==> src/rtl/kci_pkg.sv <==
`timescale 1ns / 1ps
`default_nettype none

package kci_pkg;

    localparam logic [1:0] OP_CLEAR  = 2'd0;
    localparam logic [1:0] OP_APPEND = 2'd1;
    localparam logic [1:0] OP_START  = 2'd2;
    localparam logic [1:0] OP_TICK   = 2'd3;

    localparam logic CFG_LOOP_ENABLE        = 1'b0;
    localparam logic CFG_START_FROM_CURRENT = 1'b1;

    localparam logic [2:0] LANE_LAST = 3'd4;
    localparam logic [5:0] DIV_STEPS = 6'd33;

    typedef struct packed {
        logic [1:0]         op;
        logic signed [31:0] pos_x;
        logic signed [31:0] pos_y;
        logic signed [31:0] pos_z;
        logic [15:0]        yaw;
        logic [15:0]        pitch;
        logic [23:0]        duration_ms;
        logic [15:0]        elapsed_ms;
    } cmd_t;

    typedef struct packed {
        logic signed [31:0] cam_x;
        logic signed [31:0] cam_y;
        logic signed [31:0] cam_z;
        logic [15:0]        cam_yaw;
        logic [15:0]        cam_pitch;
        logic               active;
        logic               finished;
        logic               fault;
    } result_t;

    typedef struct packed {
        logic [31:0] x;
        logic [31:0] y;
        logic [31:0] z;
        logic [15:0] yaw;
        logic [15:0] pitch;
    } cam_t;

    typedef struct packed {
        logic [31:0] x;
        logic [31:0] y;
        logic [31:0] z;
        logic [15:0] yaw;
        logic [15:0] pitch;
        logic [23:0] dur;
    } node_t;

    typedef struct packed {
        logic [31:0] x;
        logic [31:0] y;
        logic [31:0] z;
        logic [15:0] yaw;
        logic [15:0] pitch;
        logic [31:0] t;
    } path_t;

    typedef enum logic [3:0] {
        S_IDLE,
        S_COPY,
        S_SCAN,
        S_FETCH_A,
        S_FETCH_B,
        S_FETCH_C,
        S_SETUP,
        S_CALC
    } state_t;

    typedef enum logic [1:0] {
        MD_IDLE,
        MD_LO,
        MD_HI,
        MD_DIV
    } md_state_t;

    function automatic logic [31:0] sat_add(input logic [31:0] a, input logic [31:0] b);
        logic [32:0] s;
        s = {1'b0, a} + {1'b0, b};
        return s[32] ? 32'hFFFF_FFFF : s[31:0];
    endfunction

endpackage

`default_nettype wire

==> src/rtl/kci_muldiv.sv <==
`timescale 1ns / 1ps
`default_nettype none

module kci_muldiv (
    input  logic        clk,
    input  logic        rst_n,
    input  logic        go,
    input  logic [32:0] mag,
    input  logic [31:0] num,
    input  logic [31:0] den,
    output logic [32:0] quot,
    output logic        done
);
    import kci_pkg::*;

    md_state_t   state_reg, state_next;
    logic [32:0] mag_reg;
    logic [31:0] num_reg;
    logic [31:0] den_reg;
    logic [64:0] prod_reg;
    logic [31:0] rem_reg;
    logic [32:0] sh_reg;
    logic [5:0]  cnt_reg;
    logic        done_reg;
    logic [64:0] prod_full;
    logic [32:0] rem_shift;
    logic        ge;

    assign prod_full = prod_reg + (65'(mag_reg[32:16] * num_reg) << 16);
    assign rem_shift = {rem_reg, sh_reg[32]};
    assign ge        = rem_shift >= {1'b0, den_reg};

    always_comb
    begin
        state_next = state_reg;
        case (state_reg)
            MD_IDLE: if (go) state_next = MD_LO;
            MD_LO:   state_next = MD_HI;
            MD_HI:   state_next = MD_DIV;
            MD_DIV:  if (cnt_reg == DIV_STEPS - 6'd1) state_next = MD_IDLE;
            default: state_next = MD_IDLE;
        endcase
    end

    always_ff @(posedge clk or negedge rst_n)
    begin
        if (!rst_n)
        begin
            state_reg <= MD_IDLE;
            done_reg  <= 1'b0;
            cnt_reg   <= '0;
        end
        else
        begin
            state_reg <= state_next;
            done_reg  <= (state_reg == MD_DIV) && (cnt_reg == DIV_STEPS - 6'd1);
            case (state_reg)
                MD_HI:   cnt_reg <= '0;
                MD_DIV:  cnt_reg <= cnt_reg + 6'd1;
                default: cnt_reg <= cnt_reg;
            endcase
        end
    end

    always_ff @(posedge clk)
    begin
        case (state_reg)
            MD_IDLE:
            begin
                if (go)
                begin
                    mag_reg <= mag;
                    num_reg <= num;
                    den_reg <= den;
                end
            end
            MD_LO:
            begin
                prod_reg <= 65'(mag_reg[15:0] * num_reg);
            end
            MD_HI:
            begin
                rem_reg <= prod_full[64:33];
                sh_reg  <= prod_full[32:0];
            end
            MD_DIV:
            begin
                rem_reg <= ge ? 32'(rem_shift - {1'b0, den_reg}) : rem_shift[31:0];
                sh_reg  <= {sh_reg[31:0], ge};
            end
            default:
            begin
                rem_reg <= rem_reg;
            end
        endcase
    end

    assign quot = sh_reg;
    assign done = done_reg;

endmodule

`default_nettype wire

==> config.mk <==
export PLATFORM = sky130hd
export DESIGN_NAME = kci_muldiv
export DESIGN_NICKNAME = d
export VERILOG_FILES = /design/src/rtl/kci_pkg.sv /design/src/rtl/kci_muldiv.sv
export SDC_FILE = /design/constraint.sdc
export NUM_CORES = 2
export LEC_CHECK = 0
export ABC_AREA = 0
export BUFFER_PORTS_ARGS = -buffer_cell sky130_fd_sc_hd__buf_2
export CAP_MARGIN = 20
export CORE_MARGIN = 8
export CORE_UTILIZATION = 40
export DETAILED_ROUTE_END_ITERATION = 6
export GPL_ROUTABILITY_DRIVEN = 0
export GPL_TIMING_DRIVEN = 0
export MAX_ROUTING_LAYER = met4
export PLACE_DENSITY_LB_ADDON = 0.12
export SYNTH_ARGS = -nofsm -noshare
export SYNTH_HDL_FRONTEND = slang
export SYNTH_SLANG_ARGS = --single-unit
==> constraint.sdc <==
create_clock -name clk -period 8.5 [get_ports clk]
set_input_delay 0.85 -clock clk [delete_from_list [all_inputs] [get_ports clk]]
set_output_delay 0.85 -clock clk [all_outputs]
set_load 0.03 [all_outputs]
==> impl_metrics.yaml <==
status:
  run_status: "finished, final reports clean"
synth:
  seq_area_frac_synth_pct: 14.6
  synth_compound_area_share_pct: 8.27
  synth_most_common_cell: "inv_1"
  synth-seq-cells: 219
  yosys_warnings: 0
  syn_avg_cell_area_um2: 9.21
  ys_async_sr_fraction_pct: 4.11
  syn_area_um2: 44800
  synth_commonest_cells: "inv_1 (1,006), fa_1 (869), nand2_1 (852)"
  yosys.area.top_type_share_pct: 38.9
  synth-adder-area-share_pct: 47.8
  synth-simple-area-share_pct: 15.4
  synth_nets: 6148
  synth_cells: 4861
  synthMuxAreaShare_pct: 0.688
  synth_flop_cell: "edfxtp_1"
  synth_top_family_by_area: "adder cells"
  synth-xor-area-share_pct: 2.80
  synth_edf_count: 210
  yosys-top-cells-area: "fa_1 (39%), edfxtp_1 (14%), ha_1 (8.9%)"
  synth_cell_types: 76
  yosysTopAreaCell: "fa_1"
die:
  dieArea_um2: 123000
  io_pins: 134
  die_x_um: 350
  row_count: 122
  fp.dieH_um: 350
  core_um2: 111000
  initial_core_util_pct: 40.4
detailed_routing:
  drc: 0
  vias_per_cell: 5.17
  via_count: 34260
  wl_per_cell_um: 22.8
  first_pass_iters: 6
  wl_um: 151000
  ant_nets: 0
  first_iter_violations: 2508
timing:
  slew_violations: 0
  skew_ps: 53.1
  setup_viol: 0
  min_period_over_period_pct: 97.0
  relSlewSlack_pct: 21.1
  tightest_slew_ps: 1180
  setup_slack_ps: 256
  fmax_mhz: 121
  hold_violations: 0
  period_minus_slack_ps: 8240
  hold_ws_ps: 358
grt:
  grt-busiest-layer: "met2"
  met1_usage_pct: 34.1
  grt_max_degree: 67
  grt_pass1_wl_um: 227000
  grtUsageTotal_pct: 25.3
  antenna_found_initial: 12
  grt_overflow: 0
  use_met2_pct: 38.2
  grt_pass1_vias: 35832
  grt_use_met3_pct: 5.78
critical_path:
  worst_setup_path_start_kind: "flop"
  crit_top_cell: "fa_1"
  slowest_stage: "fa_1"
  critical_path_class: "flop to flop"
  worstPathRequired_ps: 8880
  r2r_start: "num_reg[11]"
  endpoint_kind: "flop"
  worstPathMaxFanout: 8
  critPathLaunch: "num_reg[11]"
  max_stage_delay_ps: 570
  arrival_ps: 8620
clocking:
  tritoncts: "built"
  clock-root-buffer: "clkbuf_16"
  clock-sinks: 219
  clk_path_buf_depth: 3
  clkTransAtPathRegs_ps: 60
  h-tree-depth: 1
  cts_buffers: 29
  clock_latency_ps: 670
placement:
  pre_cts_ws_ps: -1200
  io_buffers: 133
  hpwlAfterDp_um: 125000
final_layout:
  multiInputGateArea_um2: 34000
  area.sequential_um2: 6530
  largest_reg_flops: 48
  nets: 6399
  fillers: 11101
  drive_above_1_share_pct: 10.1
  area_growth_pct: 12.0
flow_run:
  maxCapViolCount: 0
hold_path:
  hp-class: "input pin to flop"
  min-delay-start: "num[19]"
==> per-stage QoR <==
step,cells,setup TNS [ps],util (%),area (µm²)
after CTS,6594,0,44.5,49300
after global placement,6482,-24420,42.7,47300
after floorplan,4861,0,-,44800
after detailed placement,6487,-22250,42.7,47400
after global routing,6626,-84.1,45.2,50100
final,6630,0,45.2,50100
==> path summary, 6_finish.rpt <==
check / cells after the start / slack [ps] / endpoint
max reg2reg: 34 / 260 / rem_reg[25]
max: 34 / 260 / rem_reg[25]
min in group asynchronous: 2 / 570 / cnt_reg[2]
max in group asynchronous: 2 / 7700 / cnt_reg[4]
min: 1 / 360 / num_reg[19]
min reg2reg: 1 / 520 / cnt_reg[5]
==> cell usage in the layout (no fill, tap or decap), types with 51 or more instances in the layout <==
cell,count
nor2_1,82
and2_1,330
o21ai_0,97
xnor2_1,84
a21o_1,89
a21oi_1,138
nand2_1,851
fa_1,867
buf_4,82
xor2_1,51
ha_1,304
clkbuf_1,120
buf_2,143
inv_1,1004
edfxtp_1,210
==> area by class of cell <==
cell class | instances | area share, %
repair buffers | 227 | 3.08
multi-input cells | 3394 | 67.7
well taps | 1488 | 3.71
flip-flops and latches | 219 | 13.0
diodes | 8 | 0.0399
clock inverters | 23 | 0.843
inverters | 1007 | 7.54
plain buffers | 234 | 2.55
clock buffers | 30 | 1.45
==> kinds of logic after synthesis <==
| kind of cell | after synthesis |
|---|---|
| and+or+nand+nor | 1477 |
| buffers and inverters | 1248 |
| adders and majority gates | 1187 |
| AOI/OAI and AO/OA | 561 |
| DFF | 219 |
| xor gates and xnor gates | 141 |
| muxes | 28 |
==> what timing repair did <==
action	in CTS	in global routing
setup endpoints to repair	43	28
hold buffers	1	0
cloned	0	1
setup buffers	57	30
hold endpoints to repair	3	0
resized for setup	138	249
pin swaps	2	37
==> per-layer routing <==
layer,up-vias,share of wire (%)
met5,-,0
met4,0,3.8
met3,232,8.9
met2,1202,43
met1,17325,44
li1,15501,-
==> critical path, delay by kind of cell, from the launching register on <==
family,cells,cell delay (ps)
adders and majority gates,8,3660
AOI/OAI and AO/OA,7,1460
buffers and inverters,10,1180
and+or+nand+nor,8,960
DFF,1,540
xor gates and xnor gates,1,160
Power is not shown: default switching activity piles up to over one toggle a cycle in this logic, so the estimate is an artifact.
